--- src/rtl/pairwise_squared_distances_macros.svh ---
// ----------------------------------------------------------------------------
// Pairwise squared distances: assertion macros
// Checks that are compiled in for simulation and left empty for synthesis.
// ----------------------------------------------------------------------------
`ifndef PAIRWISE_SQUARED_DISTANCES_MACROS_SVH
`define PAIRWISE_SQUARED_DISTANCES_MACROS_SVH

`ifndef SYNTHESIS

// Antecedent and consequent in the same cycle.
`define PSD_ASSERT_NOW(label, clk, rst, ante, cons) \
  label: assert property (@(posedge clk) disable iff (rst) (ante) |-> (cons)) \
    else $error("assertion failed");

// Consequent in the cycle after the antecedent.
`define PSD_ASSERT_NEXT(label, clk, rst, ante, cons) \
  label: assert property (@(posedge clk) disable iff (rst) (ante) |=> (cons)) \
    else $error("assertion failed");

`else

`define PSD_ASSERT_NOW(label, clk, rst, ante, cons)
`define PSD_ASSERT_NEXT(label, clk, rst, ante, cons)

`endif

`endif

--- src/rtl/psd_pkg.sv ---
// ----------------------------------------------------------------------------
// Pairwise squared distances: package
// Shared widths, register indexes, reset values and interface structs.
// ----------------------------------------------------------------------------
package psd_pkg;

  localparam int MAX_VECTORS_DEF = 11;
  localparam int MAX_DIMS_DEF    = 16;
  localparam int COORD_WIDTH_DEF = 16;

  localparam int DIST_WIDTH      = 36;
  localparam int INDEX_WIDTH     = 4;
  localparam int VCOUNT_WIDTH    = 4;
  localparam int DCOUNT_WIDTH    = 5;
  localparam int CFG_INDEX_WIDTH = 2;
  localparam int CFG_DATA_WIDTH  = 5;

  localparam logic [CFG_INDEX_WIDTH-1:0] REG_VECTOR_COUNT    = 2'd0;
  localparam logic [CFG_INDEX_WIDTH-1:0] REG_DIMENSION_COUNT = 2'd1;

  localparam logic [VCOUNT_WIDTH-1:0] VCOUNT_RESET = 4'd8;
  localparam logic [DCOUNT_WIDTH-1:0] DCOUNT_RESET = 5'd16;

  typedef struct packed {
    logic wr_en;
    logic rd_en;
    logic first;
    logic last;
    logic load_out;
    logic pair_last;
  } psd_cmd_t;

  typedef struct packed {
    logic sum_ready;
    logic out_free;
  } psd_status_t;

endpackage

--- src/rtl/psd_ram.sv ---
// ----------------------------------------------------------------------------
// Generic RAM
// One write port and two read ports, read data registered.
// ----------------------------------------------------------------------------
module psd_ram #(
  parameter int WIDTH = 16,
  parameter int DEPTH = 176
) (
  input  logic                     clk,
  input  logic                     we,
  input  logic [$clog2(DEPTH)-1:0] waddr,
  input  logic [WIDTH-1:0]         wdata,
  input  logic [$clog2(DEPTH)-1:0] raddr_a,
  input  logic [$clog2(DEPTH)-1:0] raddr_b,
  output logic [WIDTH-1:0]         rdata_a,
  output logic [WIDTH-1:0]         rdata_b
);

  logic [WIDTH-1:0] mem [DEPTH];

  always_ff @(posedge clk) begin
    if (we) begin
      mem[waddr] <= wdata;
    end
    rdata_a <= mem[raddr_a];
    rdata_b <= mem[raddr_b];
  end

endmodule

--- src/rtl/psd_datapath.sv ---
// ----------------------------------------------------------------------------
// Pairwise squared distances: datapath
// Vector store, difference, square and accumulate pipeline, output register.
// ----------------------------------------------------------------------------
module psd_datapath #(
  parameter int MAX_VECTORS = psd_pkg::MAX_VECTORS_DEF,
  parameter int MAX_DIMS    = psd_pkg::MAX_DIMS_DEF,
  parameter int COORD_WIDTH = psd_pkg::COORD_WIDTH_DEF,
  localparam int VW = $clog2(MAX_VECTORS),
  localparam int KW = (MAX_DIMS > 1) ? $clog2(MAX_DIMS) : 1
) (
  input  logic                               clk,
  input  logic                               rst,
  input  psd_pkg::psd_cmd_t                  cmd,
  input  logic [VW+KW-1:0]                   wr_addr,
  input  logic [VW+KW-1:0]                   rd_addr_a,
  input  logic [VW+KW-1:0]                   rd_addr_b,
  input  logic [VW-1:0]                      idx_a,
  input  logic [VW-1:0]                      idx_b,
  input  logic [COORD_WIDTH-1:0]             coordinate,
  output psd_pkg::psd_status_t               status,
  output logic                               out_valid,
  input  logic                               out_stall,
  output logic [psd_pkg::DIST_WIDTH-1:0]     squared_distance,
  output logic [psd_pkg::INDEX_WIDTH-1:0]    first_index,
  output logic [psd_pkg::INDEX_WIDTH-1:0]    second_index,
  output logic                               last_pair
);

  localparam int DEPTH = MAX_VECTORS << KW;

  logic [COORD_WIDTH-1:0]          rdata_a, rdata_b;
  logic                            v1, f1, l1, v2, f2, l2, v3, f3, l3;
  logic signed [COORD_WIDTH:0]     diff;
  logic signed [2*COORD_WIDTH+1:0] prod;
  logic [2*COORD_WIDTH+1:0]        sq;
  logic [psd_pkg::DIST_WIDTH-1:0]  acc;
  logic                            sum_ready;

  psd_ram #(
    .WIDTH (COORD_WIDTH),
    .DEPTH (DEPTH)
  ) u_store (
    .clk     (clk),
    .we      (cmd.wr_en),
    .waddr   (wr_addr),
    .wdata   (coordinate),
    .raddr_a (rd_addr_a),
    .raddr_b (rd_addr_b),
    .rdata_a (rdata_a),
    .rdata_b (rdata_b)
  );

  assign prod = diff * diff;

  always_ff @(posedge clk) begin
    diff <= $signed({rdata_a[COORD_WIDTH-1], rdata_a}) -
            $signed({rdata_b[COORD_WIDTH-1], rdata_b});
    sq   <= $unsigned(prod);
    if (v3) begin
      if (f3) begin
        acc <= psd_pkg::DIST_WIDTH'(sq);
      end else begin
        acc <= acc + psd_pkg::DIST_WIDTH'(sq);
      end
    end
    if (cmd.load_out) begin
      squared_distance <= acc;
      first_index      <= psd_pkg::INDEX_WIDTH'(idx_a);
      second_index     <= psd_pkg::INDEX_WIDTH'(idx_b);
      last_pair        <= cmd.pair_last;
    end
    f1 <= cmd.first;
    l1 <= cmd.last;
    f2 <= f1;
    l2 <= l1;
    f3 <= f2;
    l3 <= l2;
  end

  always_ff @(posedge clk) begin
    if (rst) begin
      v1        <= 1'b0;
      v2        <= 1'b0;
      v3        <= 1'b0;
      sum_ready <= 1'b0;
      out_valid <= 1'b0;
    end else begin
      v1 <= cmd.rd_en;
      v2 <= v1;
      v3 <= v2;
      if (cmd.load_out) begin
        sum_ready <= 1'b0;
      end else if (v3 && l3) begin
        sum_ready <= 1'b1;
      end
      if (cmd.load_out) begin
        out_valid <= 1'b1;
      end else if (!out_stall) begin
        out_valid <= 1'b0;
      end
    end
  end

  assign status.sum_ready = sum_ready;
  assign status.out_free  = !out_valid || !out_stall;

endmodule

--- config.mk ---
export PLATFORM = sky130hd
export DESIGN_NAME = psd_datapath
export DESIGN_NICKNAME = d
export VERILOG_FILES = /design/src/rtl/pairwise_squared_distances_macros.svh /design/src/rtl/psd_pkg.sv /design/src/rtl/psd_ram.sv /design/src/rtl/psd_datapath.sv
export SDC_FILE = /design/constraint.sdc
export NUM_CORES = 2
export LEC_CHECK = 0
export BUFFER_PORTS_ARGS = -buffer_cell sky130_fd_sc_hd__buf_2
export CAP_MARGIN = 20
export CORE_MARGIN = 8
export CORE_UTILIZATION = 60
export CTS_BUF_LIST = sky130_fd_sc_hd__clkbuf_8
export CTS_CLUSTER_DIAMETER = 120
export DETAILED_ROUTE_END_ITERATION = 7
export MAX_ROUTING_LAYER = met4
export PLACE_DENSITY = 0.76
export SYNTH_ARGS = -nofsm -noshare
export SYNTH_HDL_FRONTEND = slang
export SYNTH_HIERARCHICAL = 1
export SYNTH_SLANG_ARGS = --single-unit
--- constraint.sdc ---
create_clock -name clk -period 8.45 [get_ports clk]
set_input_delay 1.69 -clock clk [delete_from_list [all_inputs] [get_ports clk]]
set_output_delay 1.69 -clock clk [all_outputs]
set_load 0.01 [all_outputs]
## Yosys cells after proc, flatten, opt, wreduce, memory -nomap -nowiden

Memory sizes are Yosys's and may differ from the RTL's. A register that Yosys moved wholly into a read port is not among the register bits.
Index checks and enable logic that the tools add are counted.

- Register bits after elaboration: 143
- Bits in writable memories: 2816
- Input bits: 57
- Output and inout bits: 48
- Memories: 1

- $add $sub $neg: 2
- Multipliers: 1
- Eq/ne operators: 1
- Multiplexer cells: 5
- Reduce and logical (&&, ||, !) cells: 5

Memory list:

| memory | depth | bits a word | rd ports | clocked after memory_dff | wr ports | RTL line | source |
|---|---|---|---|---|---|---|---|
| u_store.mem | 176 | 16 | 2 | 2 | 1 | psd_ram.sv:19 | `logic [WIDTH-1:0] mem [DEPTH];` |

Operators with widths:

| cell | count |
|---|---|
| adder 36 x 34 -> 36 bit | 1 |
| multiplier 17 x 17 -> 34 bit | 1 |
| 2-to-1 mux 34 bit | 1 |
| subtractor 16 x 16 -> 17 bit | 1 |
| 2-to-1 mux 1 bit | 4 |
| logical NOT 1 bit | 2 |
| != test 2 bit (second input constant) | 1 |
| OR reduction 2 bit | 1 |
| logical AND 1 bit | 1 |
| logical OR 1 bit | 1 |

## Longest topological paths before layout

- Word-level depth: 2
- Mapped depth: 25
- Mapped depth without buffers: 24

## By module

Netlist, hierarchy kept.

By module, submodules not included:

| module | instances | cells each | area each (µm²) |
|---|---|---|---|
| psd_ram | 1 | 6631 | 131016.9 |
| psd_datapath | 1 | 1635 | 16419.5 |

## Worst setup path before layout

Ideal clock, no wire load.

- Kind: register -> register
- From: register diff[16]
- To: register sq[32]
- Library setup time: 72 ps
- Arrival: 6152 ps
- Required time: 8378 ps
- Slack: 2226 ps
- Stages on the path, launching flop included: 23
- Buffers on the path: 3
- Cell sequence: dfxtp_1 > clkbuf_1 > clkbuf_1 > and2_1 > fa_1 > fa_1 > fa_1 > fa_1 > fa_1 > inv_1 > fa_1 > inv_1 > ha_1 > buf_2 > and4_1 > and3_1 > a211oi_1 > a21bo_2 > and4_1 > o21ai_2 > o2111ai_1 > a21oi_1 > xnor2_1

- Word-level cells in the longest chain between the ends: 1

Ends and longest elaborated chain:

| element | RTL line | source |
|---|---|---|
| start: declaration | psd_datapath.sv:34 | `logic signed [COORD_WIDTH:0] diff;` |
| start signal: assignment | psd_datapath.sv:57 | `diff <= $signed({rdata_a[COORD_WIDTH-1], rdata_a}) -` |
| multiplier 17 x 17 -> 34 bit | psd_datapath.sv:54 | `assign prod = diff * diff;` |
| via prod[32] | psd_datapath.sv:35 | `logic signed [2*COORD_WIDTH+1:0] prod;` |
| end signal: assignment | psd_datapath.sv:59 | `sq <= $unsigned(prod);` |
| end: declaration | psd_datapath.sv:36 | `logic [2*COORD_WIDTH+1:0] sq;` |

The timed path passes the listed nets, and every way through them passes these cells.
A chain may end at the register's enable or synchronous reset.

## Final worst setup path

- From: register diff[11]
- To: register sq[33]

The elaborated chain is that of the path after synthesis.

==> impl_results.md <==
- Status: finished clean
- Top FF cell, synth: edfxtp_1
- Antenna Violating Nets Remaining: 0
- Post-Syn Nets: 8735
- Yosys top cell area share: 0.5900
- Iteration-0 DRC Markers: 13.80k
- Largest net degree at the start of global routing: 122
- Die Ht: 511.7 um
- Seq cells post-synth: between 2k and 3k
- Post-synthesis cell count: 8266
- Synth async-reset ratio: 0
- Postcts setup bufs: 0
- Final setup violation count: 0
- RSZ-0062 raised after global routing: no
- CTS Root Cell: clkbuf_8
- Clk_skew: about 0.11 ns
- Final Critical Period: 6.955 ns
- Clock Latency Late Sink: around 1.2 ns
- M1 GR Usage: 0.4406
- DRT Pass-1 Iters: 6
- WS Path Type: reg -> reg
- Reg2reg end: sq[33]
- FP Rows: 182
- Hold Fails Final Rpt: 0
- Final hold slack: 0.3248 ns
- Clock Pin Slew Worst Setup and Hold Paths: 0.06 ns
- Crit-path max FO: 14
- Final worst path period share: 0.8231
- DRC viols: 0
- Area leader, netlist: edfxtp_1
- Post-route cell area: ~0.16 mm^2
- Setup TNS Final: 0 ns
- Antenna violations before repair: 31
- Inserted Clock Buffers: 477
- Unique masters post-synth: 98
- Vias in the first global route: 90.77k
- Post-synth EDFFs: just under 3k
- Final RePlAce weighted congestion: 0.9959
- FF-to-FF setup slack: 1.50 ns
- Crit end category: flop
- Met3 Resource Use GR: 0.1110
- Vias: 90.12k
- Routed wire length: 448.6 mm
- Mean Syn Cell Area: between 15 and 20 um^2
- Port Buffers: 104
- Post-DP HPWL: around 290 mm
- Cells on worst reg2reg path: 21
- Drt wl/cell: approximately 36 um
- Slew Viols, Final: 0
- Synth warn: 6
- Worst r2r src: diff[11]
- Most common cell in the netlist: edfxtp_1
- Total grt overflow: 0
- CTS tree: yes
- # resized after CTS: 0
- Measured slew at the worst slew-check pin: 1.382 ns
- MaxCap Viol Count: 0
- H-tree depth: 5
- Core area: 0.2453 mm^2
- WP data required: between 9 and 10 ns
- WP data arrival: roughly 7.9 ns
- Post-DP Area: 0.1525 mm^2
- Initial core utilization: 0.6012
- Synth area leaders: edfxtp_1, mux4_2, fa_1, mux2i_1, dfxtp_1
- Deepest clock path buffer count: 4
- Vias per cell: ~7.3
- Post-synth top cells: edfxtp_1, mux4_2, inv_1
- Die span in x: between 500 and 600 um
- Area growth syn-to-layout: 9.417%
- Worst Hold Depth: 0
- Min-delay src: f1
- Grt peak-use layer: met2
- # IOs: 105
- Hold crit path type: reg -> reg
- Cts hold-fix bufs: 0
- GRT met2 Usage: 0.5032
- Share of cells above drive strength 1: 0.2848
- Total GRT Usage: 0.3476
- Final nets: 9134
- First-pass GRT wire length: 640.6 mm
- Die area: 0.2618 mm^2
- TritonCTS Sinks: 2990
- Max-Slew Margin vs Limit: 0.06996
- CP startpoint kind: flop
- Sink of the worst hold path: f2
- Post-synthesis sequential area ratio: 0.6027
- FILL cells: ~16k
- Post-Syn Area: between 0.1 and 0.15 mm^2
- Fmax: 143.8 MHz
==> through the flow <==
stage,instances,setup slack [ns],util
after floorplan,8266,2.226,-
after global placement,11375,1.622,0.6213
after detailed placement,11389,1.517,0.6219
after CTS,12245,1.503,0.6566
after global routing,12284,1.207,0.6576
final,12296,1.495,0.6578
==> registers in the layout, indices dropped and copies added, names as in the netlist, 4 cells and up <==
signal,count
u_store/mem,2816
acc,36
squared_distance,36
sq,33
diff,17
u_store/rdata_a,16
u_store/rdata_b,16
first_index,4
second_index,4
==> worst max path at each step <==
stage / slack, ns / to / startpoint
after floorplan: 2.23 / sq[32] / diff[16]
after global placement: 1.62 / sq[33] / diff[11]
after detailed placement: 1.52 / sq[33] / diff[11]
after CTS: 1.50 / sq[33] / diff[11]
after global routing: 1.21 / sq[32] / diff[9]
final: 1.50 / sq[33] / diff[11]
==> routing by layer <==
layer | up-vias | share of wire
met3 | 1459 | 0.15
met5 | - | 0
li1 | 34989 | -
met2 | 7483 | 0.45
met1 | 46192 | 0.33
met4 | 0 | 0.068
==> kinds of logic (layout without fill, tap and decap cells) <==
logic type | count (synthesis) | in the layout | synth area share
AOI/OAI and AO/OA | 1100 | 1100 | 0.05144
xor gates and xnor gates | 88 | 88 | 0.005228
adders and majority gates | 412 | 412 | 0.04856
buffers and inverters | 917 | 1693 | 0.02985
DFF | 2990 | 2990 | 0.6027
muxes | 1684 | 1684 | 0.2277
other | 0 | 34 | 0
and+or+nand+nor | 1075 | 1075 | 0.03457
==> layout by cell type, fill, tap and decap left out, drive strengths merged, types with 202 or more instances in the layout <==
cell type	instances
buf	467
edfxtp	2897
a22oi	211
clkbuf	502
mux2i	293
nor2	323
mux4	1314
inv	515
nand2	303
fa	267
a21oi	202
==> critical path: stages, from the launching register on <==
cell and delay (ns):
dfxtp_1 0.76, inv_1 0.32, nor2_1 0.33, fa_1 0.46, inv_1 0.09, fa_1 0.43, fa_1 0.52, inv_1 0.06
fa_1 0.51, fa_1 0.54, inv_1 0.05, fa_1 0.53, inv_1 0.04, ha_1 0.35, and3_1 0.27, o21ai_0 0.11
o21ai_0 0.41, a311o_1 0.39, a211oi_1 0.15, o31ai_1 0.27, a21oi_1 0.12, xnor2_1 0.12
==> layout make-up <==
class | count | area, um^2 | share of cell area
clock inverters | 359 | 1684 | 0.01044
repair buffers | 472 | 3849 | 0.02386
diodes | 34 | 85.08 | 0.0005274
clock buffers | 497 | 6840 | 0.04240
multi-input cells | 4359 | 54600 | 0.3385
inverters | 365 | 1371 | 0.008501
flip-flops and latches | 2990 | 88860 | 0.5508
well taps | 3220 | 4029 | 0.02497
Power is left out: the tool's default activity adds up to more than one toggle a clock period on the data nets, which glitch-free logic cannot reach.
