--- config.mk ---
export PLATFORM = sky130hd
export DESIGN_NAME = psd_ctrl
export DESIGN_NICKNAME = d
export VERILOG_FILES = /design/src/rtl/pairwise_squared_distances_macros.svh /design/src/rtl/psd_pkg.sv /design/src/rtl/psd_ctrl.sv
export SDC_FILE = /design/constraint.sdc
export NUM_CORES = 1
export LEC_CHECK = 0
export BUFFER_PORTS_ARGS = -buffer_cell sky130_fd_sc_hd__buf_2
export CORE_UTILIZATION = 55
export DETAILED_ROUTE_END_ITERATION = 10
export GPL_TIMING_DRIVEN = 0
export PLACE_DENSITY = 0.93
export SLEW_MARGIN = 5
export SYNTH_ARGS = -nofsm -noshare
export SYNTH_HDL_FRONTEND = slang
export SYNTH_SLANG_ARGS = --single-unit
--- constraint.sdc ---
create_clock -name clk -period 3.8 [get_ports clk]
set_input_delay 0.76 -clock clk [delete_from_list [all_inputs] [get_ports clk]]
set_output_delay 0.76 -clock clk [all_outputs]
set_load 0.01 [all_outputs]
--- src/rtl/pairwise_squared_distances_macros.svh ---
// ----------------------------------------------------------------------------
// Pairwise squared distances: assertion macros
// Checks that are compiled in for simulation and left empty for synthesis.
// ----------------------------------------------------------------------------
`ifndef PAIRWISE_SQUARED_DISTANCES_MACROS_SVH
`define PAIRWISE_SQUARED_DISTANCES_MACROS_SVH

`ifndef SYNTHESIS

// Antecedent and consequent in the same cycle.
`define PSD_ASSERT_NOW(label, clk, rst, ante, cons) \
  label: assert property (@(posedge clk) disable iff (rst) (ante) |-> (cons)) \
    else $error("assertion failed");

// Consequent in the cycle after the antecedent.
`define PSD_ASSERT_NEXT(label, clk, rst, ante, cons) \
  label: assert property (@(posedge clk) disable iff (rst) (ante) |=> (cons)) \
    else $error("assertion failed");

`else

`define PSD_ASSERT_NOW(label, clk, rst, ante, cons)
`define PSD_ASSERT_NEXT(label, clk, rst, ante, cons)

`endif

`endif

--- src/rtl/psd_pkg.sv ---
// ----------------------------------------------------------------------------
// Pairwise squared distances: package
// Shared widths, register indexes, reset values and interface structs.
// ----------------------------------------------------------------------------
package psd_pkg;

  localparam int MAX_VECTORS_DEF = 11;
  localparam int MAX_DIMS_DEF    = 16;
  localparam int COORD_WIDTH_DEF = 16;

  localparam int DIST_WIDTH      = 36;
  localparam int INDEX_WIDTH     = 4;
  localparam int VCOUNT_WIDTH    = 4;
  localparam int DCOUNT_WIDTH    = 5;
  localparam int CFG_INDEX_WIDTH = 2;
  localparam int CFG_DATA_WIDTH  = 5;

  localparam logic [CFG_INDEX_WIDTH-1:0] REG_VECTOR_COUNT    = 2'd0;
  localparam logic [CFG_INDEX_WIDTH-1:0] REG_DIMENSION_COUNT = 2'd1;

  localparam logic [VCOUNT_WIDTH-1:0] VCOUNT_RESET = 4'd8;
  localparam logic [DCOUNT_WIDTH-1:0] DCOUNT_RESET = 5'd16;

  typedef struct packed {
    logic wr_en;
    logic rd_en;
    logic first;
    logic last;
    logic load_out;
    logic pair_last;
  } psd_cmd_t;

  typedef struct packed {
    logic sum_ready;
    logic out_free;
  } psd_status_t;

endpackage

--- src/rtl/psd_ctrl.sv ---
// ----------------------------------------------------------------------------
// Pairwise squared distances: controller
// Holds the configuration, counts the load and walks pairs and dimensions.
// ----------------------------------------------------------------------------
module psd_ctrl #(
  parameter int MAX_VECTORS = psd_pkg::MAX_VECTORS_DEF,
  parameter int MAX_DIMS    = psd_pkg::MAX_DIMS_DEF,
  localparam int VW = $clog2(MAX_VECTORS),
  localparam int KW = (MAX_DIMS > 1) ? $clog2(MAX_DIMS) : 1
) (
  input  logic                                 clk,
  input  logic                                 rst,
  input  logic                                 cfg_write,
  input  logic [psd_pkg::CFG_INDEX_WIDTH-1:0]  cfg_index,
  input  logic [psd_pkg::CFG_DATA_WIDTH-1:0]   cfg_data,
  input  logic                                 in_valid,
  output logic                                 in_stall,
  input  psd_pkg::psd_status_t                 status,
  output psd_pkg::psd_cmd_t                    cmd,
  output logic [VW+KW-1:0]                     wr_addr,
  output logic [VW+KW-1:0]                     rd_addr_a,
  output logic [VW+KW-1:0]                     rd_addr_b,
  output logic [VW-1:0]                        idx_a,
  output logic [VW-1:0]                        idx_b
);

  localparam int DW = (KW + 1 > psd_pkg::DCOUNT_WIDTH) ? KW + 1 : psd_pkg::DCOUNT_WIDTH;

  typedef enum logic [2:0] {
    ST_LOAD  = 3'b001,
    ST_ISSUE = 3'b010,
    ST_FLUSH = 3'b100
  } state_t;

  state_t state, state_next;
  logic [psd_pkg::VCOUNT_WIDTH-1:0] vector_count, vector_count_next;
  logic [psd_pkg::DCOUNT_WIDTH-1:0] dimension_count, dimension_count_next;
  logic [VW-1:0] v, v_next;
  logic [VW-1:0] i, i_next;
  logic [VW-1:0] j, j_next;
  logic [KW-1:0] k, k_next;

  logic [psd_pkg::VCOUNT_WIDTH-1:0] n_eff;
  logic [DW-1:0] d_ext, d_eff;
  logic [VW-1:0] v_last;
  logic [KW-1:0] k_last;
  logic          accept, cfg_hit, pair_last;

  always_comb begin
    if (vector_count < psd_pkg::VCOUNT_WIDTH'(2)) begin
      n_eff = psd_pkg::VCOUNT_WIDTH'(2);
    end else if (vector_count > psd_pkg::VCOUNT_WIDTH'(MAX_VECTORS)) begin
      n_eff = psd_pkg::VCOUNT_WIDTH'(MAX_VECTORS);
    end else begin
      n_eff = vector_count;
    end
    d_ext = DW'(dimension_count);
    if (d_ext == '0) begin
      d_eff = DW'(1);
    end else if (d_ext > DW'(MAX_DIMS)) begin
      d_eff = DW'(MAX_DIMS);
    end else begin
      d_eff = d_ext;
    end
  end

  assign v_last    = VW'(n_eff - psd_pkg::VCOUNT_WIDTH'(1));
  assign k_last    = KW'(d_eff - DW'(1));
  assign accept    = (state == ST_LOAD) && in_valid;
  assign cfg_hit   = cfg_write && ((cfg_index == psd_pkg::REG_VECTOR_COUNT) ||
                                   (cfg_index == psd_pkg::REG_DIMENSION_COUNT));
  assign pair_last = (i == v_last - VW'(1)) && (j == v_last);

  assign in_stall      = (state != ST_LOAD);
  assign wr_addr       = {v, k};
  assign rd_addr_a     = {i, k};
  assign rd_addr_b     = {j, k};
  assign idx_a         = i;
  assign idx_b         = j;
  assign cmd.wr_en     = accept;
  assign cmd.rd_en     = (state == ST_ISSUE);
  assign cmd.first     = (k == '0);
  assign cmd.last      = (k == k_last);
  assign cmd.load_out  = (state == ST_FLUSH) && status.sum_ready && status.out_free;
  assign cmd.pair_last = pair_last;

  always_comb begin
    state_next           = state;
    vector_count_next    = vector_count;
    dimension_count_next = dimension_count;
    v_next               = v;
    i_next               = i;
    j_next               = j;
    k_next               = k;
    unique case (state)
      ST_LOAD: begin
        if (accept) begin
          if (k == k_last) begin
            k_next = '0;
            if (v == v_last) begin
              v_next     = '0;
              i_next     = '0;
              j_next     = VW'(1);
              state_next = ST_ISSUE;
            end else begin
              v_next = v + VW'(1);
            end
          end else begin
            k_next = k + KW'(1);
          end
        end
      end
      ST_ISSUE: begin
        if (k == k_last) begin
          k_next     = '0;
          state_next = ST_FLUSH;
        end else begin
          k_next = k + KW'(1);
        end
      end
      ST_FLUSH: begin
        if (cmd.load_out) begin
          if (pair_last) begin
            state_next = ST_LOAD;
          end else begin
            state_next = ST_ISSUE;
            if (j == v_last) begin
              i_next = i + VW'(1);
              j_next = i + VW'(2);
            end else begin
              j_next = j + VW'(1);
            end
          end
        end
      end
      default: begin
        state_next = ST_LOAD;
      end
    endcase
    if (cfg_hit) begin
      v_next = '0;
      k_next = '0;
      if (cfg_index == psd_pkg::REG_VECTOR_COUNT) begin
        vector_count_next = psd_pkg::VCOUNT_WIDTH'(cfg_data);
      end else begin
        dimension_count_next = cfg_data;
      end
    end
  end

  always_ff @(posedge clk) begin
    if (rst) begin
      state           <= ST_LOAD;
      vector_count    <= psd_pkg::VCOUNT_RESET;
      dimension_count <= psd_pkg::DCOUNT_RESET;
      v               <= '0;
      i               <= '0;
      j               <= '0;
      k               <= '0;
    end else begin
      state           <= state_next;
      vector_count    <= vector_count_next;
      dimension_count <= dimension_count_next;
      v               <= v_next;
      i               <= i_next;
      j               <= j_next;
      k               <= k_next;
    end
  end

endmodule

* After elaboration in Yosys (flattened, before gate mapping) *
Cells that the tools add are included.

word-level totals
  bits of input ports = 13
  flip-flop bits (word level) = 28
  output and inout port bits = 39

operators by class
  add/sub/neg operators = 8
  equal/unequal tests = 16
  mux-type cells = 29
  reductions and logical operators = 19
  order comparisons = 3
  bitwise gates (word level) = 1

operator list
  cell                                                                           count
  4-bit 2-to-1 mux                                                               19
  4-bit case mux with 2 select lines                                             3
  4-bit by 1-bit adder with 4-bit output (second input constant)                 4
  4-bit == test                                                                  4
  3-bit 2-to-1 mux                                                               5
  2-bit != test (second input constant)                                          6
  4-bit by 1-bit subtractor with 4-bit output (second input constant)            3
  3-bit case mux with 3 select lines                                             1
  7-bit AND reduction                                                            1
  2-bit AND reduction                                                            3
  6-bit AND reduction                                                            1
  5-bit > comparator (second input constant)                                     1
  1-bit logical AND                                                              5
  5-bit logical NOT                                                              1
  5-bit AND reduction                                                            1
  4-bit by 2-bit adder with 4-bit output (second input constant)                 1
  4-bit > comparator (second input constant)                                     1
  4-bit logical NOT                                                              1
  4-bit by 2-bit less-than comparator with 1-bit output (second input constant)  1
  2-bit nonzero test                                                             2
  3-bit by 1-bit == test with 1-bit output (second input constant)               1
  3-bit by 2-bit == test with 1-bit output (second input constant)               1
  3-bit == test (second input constant)                                          1
  3-bit by 1-bit != test with 1-bit output (second input constant)               1
  other kinds (8)                                                                8

* Logic depth before layout (Yosys ltp) *
Gate-level depths: netlist (run 1).

  depth after elaboration = 10
  depth in mapped cells = 10
  gate-level depth less buffers = 10

* Worst setup path before layout (run 1) *
Ideal clock, no wire load.

  path kind = flip-flop to output port
  start point = reg j[2] (netlist: idx_b[2])
  end point = out cmd[0] in the netlist's numbering
  required time = 3.040 ns
  arrival time = 1.733 ns
  buffers on the path = 2
  slack = 1.307 ns
  cell stages (with the launch flop) = 8
  cells stage by stage = dfxtp_1 -> clkbuf_1 -> or2_2 -> a21oi_1 -> nor3_1 -> a211oi_4 -> and2b_2 -> buf_4

on the way
  word-level cells in the longest chain between the ends = 2

RTL lines
  element                 line             text
  from (decl)             psd_ctrl.sv:40   logic [VW-1:0] j, j_next;
  from (signal assigned)  psd_ctrl.sv:166  j <= j_next;
  4-bit == test           psd_ctrl.sv:72   assign pair_last = (i == v_last - VW'(1)) && (j == v_last);
  1-bit logical AND       psd_ctrl.sv:72
  to (decl)               psd_ctrl.sv:19   output psd_pkg::psd_cmd_t cmd,

No other way between the ends.

* Worst setup path after layout (run 1) *
  start point = reg vector_count[3] in the netlist's numbering
  end point = out cmd[0] in the netlist's numbering

on the way
  word-level cells in the longest chain between the ends = 7

RTL lines
  element                                          line             text
  from (decl)                                      psd_ctrl.sv:36   logic [psd_pkg::VCOUNT_WIDTH-1:0] vector_count, vector_count_next;
  from (signal assigned)                           psd_ctrl.sv:154  vector_count <= psd_pkg::VCOUNT_RESET;
  from (signal assigned)                           psd_ctrl.sv:162  vector_count <= vector_count_next;
  4-bit > comparator                               psd_ctrl.sv:52   end else if (vector_count > psd_pkg::VCOUNT_WIDTH'(MAX_VECTORS)) begin
  4-bit 2-to-1 mux                                 psd_ctrl.sv:52
  4-bit 2-to-1 mux (*)                             psd_ctrl.sv:50   if (vector_count < psd_pkg::VCOUNT_WIDTH'(2)) begin
  4-bit by 1-bit subtractor with 4-bit output (*)  psd_ctrl.sv:67   assign v_last = VW'(n_eff - psd_pkg::VCOUNT_WIDTH'(1));
  4-bit by 1-bit subtractor with 4-bit output      psd_ctrl.sv:72
  4-bit == test                                    psd_ctrl.sv:72
  1-bit logical AND (*)                            psd_ctrl.sv:72

Mark *: on every way between the ends. The rest lies on a longest branch, timed or not.

==> impl_metrics.tcl, run 1 <==
set metrics [dict create \
    hold_viol 0 \
    rsz0062_at_grt "no" \
    muxShareOfSynthArea_pct 6.55 \
    instances_no_fill 371 \
    firstDrtPassIters 4 \
    synth_fa_ha_area_share_pct 4.56 \
    setup_violations 0 \
    hold_slack_ns 0.555 \
    worstPathMaxFanout 10 \
    fin_crit_ns 3.07 \
    cts_tree "built" \
    ys_ff_latch 28 \
    drc 0 \
    synthArstFlopShare_pct 0 \
    layout_setup_ws_ns 0.725 \
    rows 22 \
    fmaxAchievable_mhz 325 \
    die_area_mm2 0.00415 \
    drt-met1-wl_mm 2.21 \
    path_common_cell "buf_2" \
    grt_overflow 0 \
    cp_top_family "compound AO/OA/AOI/OAI gates" \
    synth_warnings 0 \
    final_cell_mix "buf_2 (57), nor2_1 (34), dfxtp_1 (28)" \
    ioPinCount 52 \
    coreArea_mm2 0.00369 \
    grt_pass1_wl_mm 8.44 \
    crit_chain "buf_2 -> buf_2 -> o211ai_1 -> o31ai_1 -> a22oi_1 -> a211oi_4 -> and2b_2 -> buf_4 -> buf_2" \
    drt_iter0_drc 225 \
    cp.arrival_ns 2.31 \
    cap_violations 0 \
    vdd_drop_max_mv 0.192 \
    max_slew_margin_pct 63.2 \
    totalWireLength_mm 5.18 \
    finalCritPeriodShare_pct 80.9 \
    seq_area_frac_synth_pct 26.2 \
    crit_type "flop to output port" \
    cts_buffers 3 \
    critical_path.max_stage_delay_ns 0.45 \
    grt_use_total_pct 25.6 \
    gp_congestion 0.930 \
    die_h_um 64.4 \
    report.final.slew_viol_count 0 \
    clkSinkCount 28 \
    synth_top_family_by_area "simple AND/OR/NAND/NOR gates" \
    topRoutingLayerUsed "met4" \
    synthFlopType "dfxtp_1" \
    hold_buffers 0 \
    dr_total_vias 2116 \
    tightest_slew_ns 0.548 \
    n_fill_cell 307 \
    yosys.area_share.simple_pct 24.7 \
    synthXorXnorAreaFrac_pct 4.91 \
    status "completed" \
    drive_gt1_share_pct 29.1 \
    slowest_stage "a211oi_4" \
    die_w_um 64.4 \
    syn_inst 268 \
    nets 344 \
    postRouteAntennaNets 0 \
    wl_met2_mm 2.57 \
    cts-resized-gates 0 \
    io_buffers 51 \
    total_power_uw 569 \
    htree_levels 1 \
    synth.avg_cell_area_um2 7.99 \
    wl_per_cell_um 14.0 \
    initial_core_util_pct 58.0 \
    worstPathRequired_ns 3.04 \
    area_growth_pct 17.3 \
    grt_start_max_net_pins 16 \
    path_clk_slew_ns 0.09 \
    dp_hpwl_mm 3.85 \
    syn_area_mm2 0.00214 \
    synth_compound_area_share_pct 21.2 \
    place_inst 367 \
    endpoint_kind "output port" \
    syn_nets 288 \
    hp-class "flop to flop" \
    routed_via_density 5.70 \
    cp_num_buf_inv 4 \
    cts_buffer_depth 2 \
    postCtsSetupRepairBufs 0 \
    wl_met3_um 281 \
    pre_cts_ws_ns 1.05 \
    grt_pass1_vias 1879 \
    cp-start-kind "flop" \
    synth_edf_count 0 \
    leakage_nw 1.16 \
    final_common_cell "buf_2" \
    setup_tns_ns 0 \
    synth_cell_types 56 \
    antenna_found_initial 0 \
    fin_worst_skew_ns 0.00179 \
    diodes 0 \
    clockRootBuffer "clkbuf_8" \
    clock_latency_ns 0.27 \
    power.density_mw_per_mm2 227 \
]
layout make-up:
cell class | instances | area, um^2 | share of cell area (%)
multi-input cells | 192 | 1330 | 52.8
flip-flops and latches | 28 | 561 | 22.3
repair buffers | 51 | 255 | 10.2
plain buffers | 32 | 195 | 7.77
inverters | 16 | 60.1 | 2.39
well taps | 48 | 60.1 | 2.39
clock buffers | 4 | 55.1 | 2.19
flip-flops by register name, summed over array words and instances, names as in the netlist:
| signal | cells |
|---|---|
| k | 4 |
| d_ext | 5 |
| state | 3 |
| v | 4 |
| vector_count | 4 |
| idx_b | 4 |
| idx_a | 4 |
where the power goes:
group / leakage, nW / switching (mW) / internal [mW] / total (mW)
Combinational: 0.900 / 0.0464 / 0.0338 / 0.0802
Clock: 0.0288 / 0.0921 / 0.0927 / 0.185
Sequential: 0.227 / 0.00583 / 0.298 / 0.304
final timing paths:
| kind | startpoint | to | slack [ns] | cells after the start |
|---|---|---|---|---|
| min | d_ext[0] | d_ext[0] | 0.56 | 2 |
| min reg2reg | d_ext[0] | d_ext[0] | 0.56 | 2 |
| max | vector_count[3] | cmd[0] | 0.73 | 9 |
| max reg2reg | d_ext[1] | v[2] | 1.11 | 10 |
per-stage QoR:
step / instance area [um^2] / util (%)
2_1_floorplan: 2140 / -
3_3_place_gp: 2460 / 66.6
3_5_place_dp: 2460 / 66.6
4_1_cts: 2510 / 68.1
5_1_grt: 2510 / 68.1
6_report: 2510 / 68.1
worst reg2reg max path, delay by kind of cell (launching register included):
kind	cells	cell delay [ns]
flip-flops	1	0.36
XOR/XNOR	2	0.30
adder cells (fa/ha/maj)	1	0.22
AO/OA/AOI/OAI	2	0.27
AND/OR/NAND/NOR	5	1.47
layer usage:
| metal | vias up | track usage (%) |
|---|---|---|
| met5 | - | 0 |
| met4 | 0 | 10.0 |
| met3 | 14 | 2.50 |
| met2 | 80 | 44.6 |
| met1 | 989 | 32.1 |
| li1 | 1033 | - |
kinds of logic after synthesis:
logic type      Yosys count
simple gates             99
compound gates           59
buf+inv                  48
flops                    28
mux                      14
xor+xnor                 12
fa+ha+maj                 8
synthesized netlist by cell type (2+ instances only):
cell	n	area [um^2]
a211oi_1	3	22.5
nor4_1	2	12.5
a2bb2oi_1	2	17.5
dfxtp_1	28	561
o211ai_1	4	30.0
o32ai_1	2	17.5
nand3b_1	6	45.0
nand3_1	9	45.0
or2_2	2	12.5
a211o_1	2	17.5
nand2b_1	8	50.1
or3_1	3	18.8
a2111oi_0	2	17.5
inv_1	14	52.6
clkbuf_1	5	18.8
and2b_1	2	15.0
buf_2	6	30.0
a21oi_1	15	75.1
xor2_1	3	26.3
mux2i_1	14	140
buf_1	3	11.3
o22ai_1	2	12.5
nand2_1	8	30.0
nor2b_1	5	31.3
o21bai_1	2	15.0
buf_4	18	135
inv_2	2	7.51
ha_1	7	87.6
xnor2_1	9	78.8
o31ai_1	2	15.0
nor3b_1	3	22.5
o21ai_0	10	50.1
nor3_1	9	45.0
nor2_1	34	128
Power figures use the tool's default switching activity.
==> run 2, diff against run 1 <==
--- a/config.mk
+++ b/config.mk
@@ -5,11 +5,12 @@
 export SDC_FILE = /design/constraint.sdc
 export NUM_CORES = 1
 export LEC_CHECK = 0
+export ABC_AREA = 1
 export BUFFER_PORTS_ARGS = -buffer_cell sky130_fd_sc_hd__buf_2
-export CORE_UTILIZATION = 55
+export CORE_UTILIZATION = 48
 export DETAILED_ROUTE_END_ITERATION = 10
 export GPL_TIMING_DRIVEN = 0
-export PLACE_DENSITY = 0.93
+export PLACE_DENSITY = 0.87
 export SLEW_MARGIN = 5
 export SYNTH_ARGS = -nofsm -noshare
 export SYNTH_HDL_FRONTEND = slang
==> constraint.sdc (replaced) <==
create_clock -name clk -period 2.6 [get_ports clk]
set_input_delay 0.52 -clock clk [delete_from_list [all_inputs] [get_ports clk]]
set_output_delay 0.52 -clock clk [all_outputs]
set_load 0.01 [all_outputs]
==> run 2 against run 1 <==
  * Routed wire length is 8.4% lower
  * Count of clock-buffer cells in the layout is 1 lower
  * Synthesized cell count is 18% higher
  * Clock skew hardly changed
  * Register-to-register slack worse by 0.84 ns
  * Non-clock buffer count is 11 lower
  * Synthesized area is 1.6% lower
  * Setup slack worse by 0.59 ns
  * Die area is 12% higher
  * Sequential power is 48% higher
  * Combinational power is 110% higher
  * Largest cell class unchanged
==> impl_metrics.tcl, run 2 <==
set metrics [dict create \
    cp.arrival_ns 1.95 \
    synth_warnings 0 \
    fmaxAchievable_mhz 405 \
    synth_edf_count 0 \
    die_w_um 68.2 \
    cap_violations 0 \
    rows 23 \
    p_sw_uw 261 \
    drive_gt1_share_pct 28.7 \
    setup_violations 0 \
    ys_ff_latch 28 \
    vdd_drop_max_mv 0.179 \
    clkSinkCount 28 \
    syn_area_mm2 0.00211 \
    hold_buffers 0 \
    die_h_um 68.2 \
    drc 0 \
    cp-start-kind "flop" \
    power.density_mw_per_mm2 387 \
    dr_total_vias 2154 \
    die_area_mm2 0.00466 \
    ioPinCount 52 \
    synth_top_cell_area_share_pct 26.6 \
    antenna_found_initial 0 \
    final_common_cell "nand2_1" \
    tightest_slew_ns 0.505 \
    swShare_pct 26.9 \
    place_inst 418 \
    cts_tree "built" \
    synth_cell_types 30 \
    ff2ff_setup_slack_ns 0.27 \
    synth.avg_cell_area_um2 6.64 \
    fin_crit_ns 2.47 \
    endpoint_kind "output port" \
    finalCritPeriodShare_pct 94.9 \
    diodes 0 \
    total_power_uw 970 \
    final_util_pct 61.0 \
    synth_top_cell_by_area "dfxtp_1" \
    postRouteAntennaNets 0 \
    routed_via_density 5.09 \
    nets 394 \
    worstPathRequired_ns 2.08 \
    grt_overflow 0 \
    status "completed" \
    pre_cts_ws_ns 0.299 \
    clockRootBuffer "clkbuf_8" \
    synth_area_leaders "dfxtp_1 (27%), nand2_1 (14%), inv_1 (7.0%)" \
    synthFlopType "dfxtp_1" \
    path_clk_slew_ns 0.10 \
    largest_reg_flops 5 \
    gp_congestion 0.867 \
    firstDrtPassIters 6 \
    cts_buffer_depth 2 \
    internal-power_uw 710 \
    worstPathMaxFanout 3 \
    io_buffers 51 \
    cts_buffers 3 \
    leakage_nw 1.33 \
    wl_per_cell_um 11.2 \
    grt_pass1_vias 1812 \
    clock_latency_ns 0.28 \
    syn_nets 337 \
    synth_commonest_cells "nand2_1 (81), inv_1 (39), dfxtp_1 (28), nand3_1 (28), nor2_1 (23)" \
    syn_inst 317 \
    combPwrFrac_pct 17.5 \
    totalWireLength_mm 4.75 \
    crit_type "flop to output port" \
    synthArstFlopShare_pct 0 \
    drt_iter0_drc 89 \
    coreArea_mm2 0.00412 \
    grt_pass1_wl_mm 7.49 \
    final_cell_mix "nand2_1 (81), buf_2 (51), inv_1 (39)" \
    grt_use_total_pct 21.0 \
    hold_viol 0 \
    initial_core_util_pct 51.2 \
    report.final.slew_viol_count 0 \
    synth_most_common_cell "nand2_1" \
    htree_levels 1 \
    power.clock.fraction_pct 36.2 \
    seq_area_frac_synth_pct 26.6 \
    layout_setup_ws_ns 0.132 \
    fin_worst_skew_ns 0.00171 \
    instances_no_fill 423 \
    dp_hpwl_mm 3.63 \
    area_growth_pct 19.2 \
    grt_start_max_net_pins 17 \
    p_seq_share_pct 46.3 \
    max_slew_margin_pct 66.3 \
    hp-class "input port to flop" \
]
run 2: logic make-up (layout without fill, tap and decap cells):
group                    count (synthesis)  after routing  share of synthesized area (%)
XOR/XNOR                                10             10                           4.16
flip-flops                              28             28                           26.6
adder cells (fa/ha/maj)                  7              7                           4.16
AO/OA/AOI/OAI                           46             46                           12.5
buffers and inverters                   63            119                           14.9
AND/OR/NAND/NOR                        163            163                           37.6
run 2: final timing paths:
path | from | to | cells past startpoint
hold reg to reg | d_ext[2] | d_ext[2] | 2
setup reg to reg | d_ext[1] | idx_b[3] | 18
setup / recovery | d_ext[1] | cmd[2] | 13
hold / removal | cfg_data[3] | vector_count[3] | 3
run 2: what timing repair did:
item | in CTS | in global routing
setup endpoints to repair | 1 | 1
setup buffers | 1 | 0
pin swaps | 1 | 0
gates resized for setup | 0 | 3
run 2: critical path: stages (launching register included):
cell,delay [ns]
dfxtp_1,0.35
nor2_2,0.13
nand3_1,0.10
nand2_1,0.09
nand2_1,0.07
ha_1,0.21
inv_1,0.06
nand2_1,0.06
nand2_1,0.08
nand3_1,0.08
a21oi_2,0.15
nand3_2,0.09
inv_1,0.08
buf_2,0.13
run 2: power groups by stage:
stage                     registers, mW  clock network (mW)  logic (mW)
after floorplan                   0.457                   0       0.124
after global placement            0.458                   0       0.161
after detailed placement          0.458                   0       0.165
after CTS                         0.449               0.357       0.168
after global routing              0.451               0.368       0.191
final                             0.449               0.351       0.170
run 2: metal layers:
metal	global-route usage (%)	part of all wire, %	routed length, um
met1	26.6	46	2200
met2	36.9	48	2250
met3	2.83	4.7	223
met4	5.21	1.5	70
met5	0	0	0
run 2: metrics by stage:
stage	TNS [ns]	cell area (um^2)	hold WS [ns]
floorplan	0	2110	0.437
global placement	0	2420	0.454
detailed placement	0	2420	0.465
CTS	0	2500	0.477
global route	-0.00783	2510	0.481
finish	0	2510	0.479
run 2: cell type report:
type | count | area [um^2]
Multi-Input combinational cell | 226 | 1240
Timing Repair Buffer | 52 | 263
Buffer | 20 | 150
Clock inverter | 1 | 30.0
Fill cell | 386 | 1610
Inverter | 43 | 164
Sequential cell | 28 | 562
Clock buffer | 3 | 41.3
Tap cell | 50 | 62.6
==> run 3, diff against run 2 <==
--- a/config.mk
+++ b/config.mk
@@ -11,6 +11,7 @@
 export DETAILED_ROUTE_END_ITERATION = 10
 export GPL_TIMING_DRIVEN = 0
 export PLACE_DENSITY = 0.87
+export REMOVE_ABC_BUFFERS = 1
 export SLEW_MARGIN = 5
 export SYNTH_ARGS = -nofsm -noshare
 export SYNTH_HDL_FRONTEND = slang
==> constraint.sdc (replaced) <==
create_clock -name clk -period 2.6 [get_ports clk]
set_input_delay 0.26 -clock clk [delete_from_list [all_inputs] [get_ports clk]]
set_output_delay 0.26 -clock clk [all_outputs]
set_load 0.01 [all_outputs]
==> run 3 against run 2 <==
  * Design area down 6.3%
  * Critical path depth did not move
  * Fmax rose by 5.7%
  * Cell count decreased by 5.0%
  * Via count down 4.0%
  * Global-route usage is 0.57 points higher
  * Critical path type unchanged
  * Combinational power shrank 7%
  * Non-clock buffer count is 21 lower
  * Critical endpoint unchanged
  * Sequential power about the same
==> impl_metrics.tcl, run 3 (synthesis results as in run 2) <==
set metrics [dict create \
    cp_top_family "simple AND/OR/NAND/NOR gates" \
    area_growth_pct 11.7 \
    final_cell_mix "nand2_1 (81), buf_2 (51), inv_1 (39)" \
    dr_total_vias 2067 \
    initial_core_util_pct 51.2 \
    drc 0 \
    die_w_um 68.2 \
    final_common_cell "nand2_1" \
    worstPathRequired_ns 2.34 \
    internal-power_uw 702 \
    hold_path_end "vector_count[3]" \
    drive_gt1_share_pct 24.1 \
    clockRootBuffer "clkbuf_8" \
    finalCritPeriodShare_pct 89.8 \
    tightest_slew_ns 0.480 \
    postCtsSetupRepairBufs 0 \
    cp.arrival_ns 2.07 \
    rows 23 \
    endpoint_kind "output port" \
    routed_via_density 5.14 \
    setup_violations 0 \
    fin_area_mm2 0.00235 \
    cts-resized-gates 0 \
    postRouteAntennaNets 0 \
    worstPathMaxFanout 6 \
    r2r_end "idx_b[3]" \
    io_buffers 51 \
    cts_buffers 3 \
    hp-start "cfg_data[3]" \
    fmaxAchievable_mhz 428 \
    diodes 0 \
    total_power_uw 965 \
    grt_start_max_net_pins 17 \
    coreArea_mm2 0.00412 \
    clkSinkCount 28 \
    power.density_mw_per_mm2 410 \
    leakage_nw 1.23 \
    cp-start-kind "flop" \
    cts_buffer_depth 2 \
    cap_violations 0 \
    path_clk_slew_ns 0.11 \
    p_sw_uw 264 \
    antenna_found_initial 0 \
    gp_congestion 0.850 \
    report.final.slew_viol_count 0 \
    hold_buffers 0 \
    grt_pass1_vias 1845 \
    reg2reg_from "d_ext[1]" \
    nets 373 \
    grt_overflow 0 \
    status "completed" \
    r2r_cells 17 \
    totalWireLength_mm 4.64 \
    max_slew_margin_pct 68.0 \
    critical_path.max_stage_delay_ns 0.35 \
    die_area_mm2 0.00466 \
    fin_crit_ns 2.33 \
    combPwrFrac_pct 16.4 \
    hold_slack_ns 0.199 \
    crit_chain "nor2_2 -> nand3_1 -> nand2_1 -> nand2_1 -> ha_1 -> inv_1 -> nand2_1 -> nand2_1 -> nand3_1 -> a21oi_1 -> nand3_2 -> inv_1 -> buf_2" \
    placed_area_mm2 0.00227 \
    fin_worst_skew_ns 0.0106 \
    crit_type "flop to output port" \
    cts_tree "built" \
    power.clock.fraction_pct 36.9 \
    ff2ff_setup_slack_ns 0.33 \
    largest_reg_flops 5 \
    drt_iter0_drc 94 \
    ioPinCount 52 \
    clock_latency_ns 0.28 \
    hold_viol 0 \
    swShare_pct 27.3 \
    grt_use_total_pct 21.5 \
    firstDrtPassIters 4 \
    setup_tns_ns 0 \
    wl_per_cell_um 11.5 \
    worst_hold_path.num_cells 3 \
    die_h_um 68.2 \
    slowest_stage "dfxtp_1" \
    hp-class "input port to flop" \
    cp_num_buf_inv 3 \
    dp_hpwl_mm 3.55 \
    vdd_drop_max_mv 0.284 \
    htree_levels 1 \
    grt_pass1_wl_mm 7.69 \
    p_seq_share_pct 46.7 \
    path_common_cell "nand2_1" \
    rsz0062_at_grt "no" \
]
run 3: changes by cell type in the layout (fill, tap and decap cells not counted), sizes merged:
cell    previous run  this run
buf               71        51
clkbuf             4         3
run 3: final cells by class:
class	count	area, um^2
Timing Repair Buffer	51	255
Clock inverter	1	30.0
Clock buffer	3	41.3
Inverter	43	164
Tap cell	50	62.6
Fill cell	387	1760
Multi-Input combinational cell	226	1240
Sequential cell	28	561
run 3: power groups by stage:
stage	combinational (mW)	sequential, mW	clock (mW)
final	0.158	0.451	0.356
after global routing	0.179	0.452	0.378
after CTS	0.157	0.451	0.361
after detailed placement	0.155	0.460	0
after global placement	0.150	0.460	0
after floorplan	0.110	0.461	0
run 3: routing by layer:
metal	wire [um]	global-route usage (%)	vias to the layer above
met4	31	4.95	0
met5	0	0	-
met2	2220	38.4	46
met1	2200	26.2	940
met3	193	4.50	4
li1	-	-	1077
run 3: tightest hold or removal path: stages:
cell      delay (ns)
buf_2           0.09
nand2_1         0.05
o211ai_1        0.06
run 3: how the worst max path moves through the flow:
stage | end | startpoint | cells after the start
2_1_floorplan | idx_b[0] | d_ext[1] | 17
3_3_place_gp | v[3] | d_ext[1] | 15
3_5_place_dp | v[3] | d_ext[2] | 15
4_1_cts | v[3] | d_ext[1] | 15
5_1_grt | cmd[2] | d_ext[1] | 13
6_report | cmd[2] | d_ext[1] | 13
run 3: metrics by stage:
stage                     instances  util, %  worst slack, ns
final                           402     57.2            0.265
after global routing            402     57.2           0.0376
after CTS                       402     57.0            0.243
after detailed placement        398     55.2            0.282
after global placement          398     55.2            0.353
after floorplan                 297        -            0.559
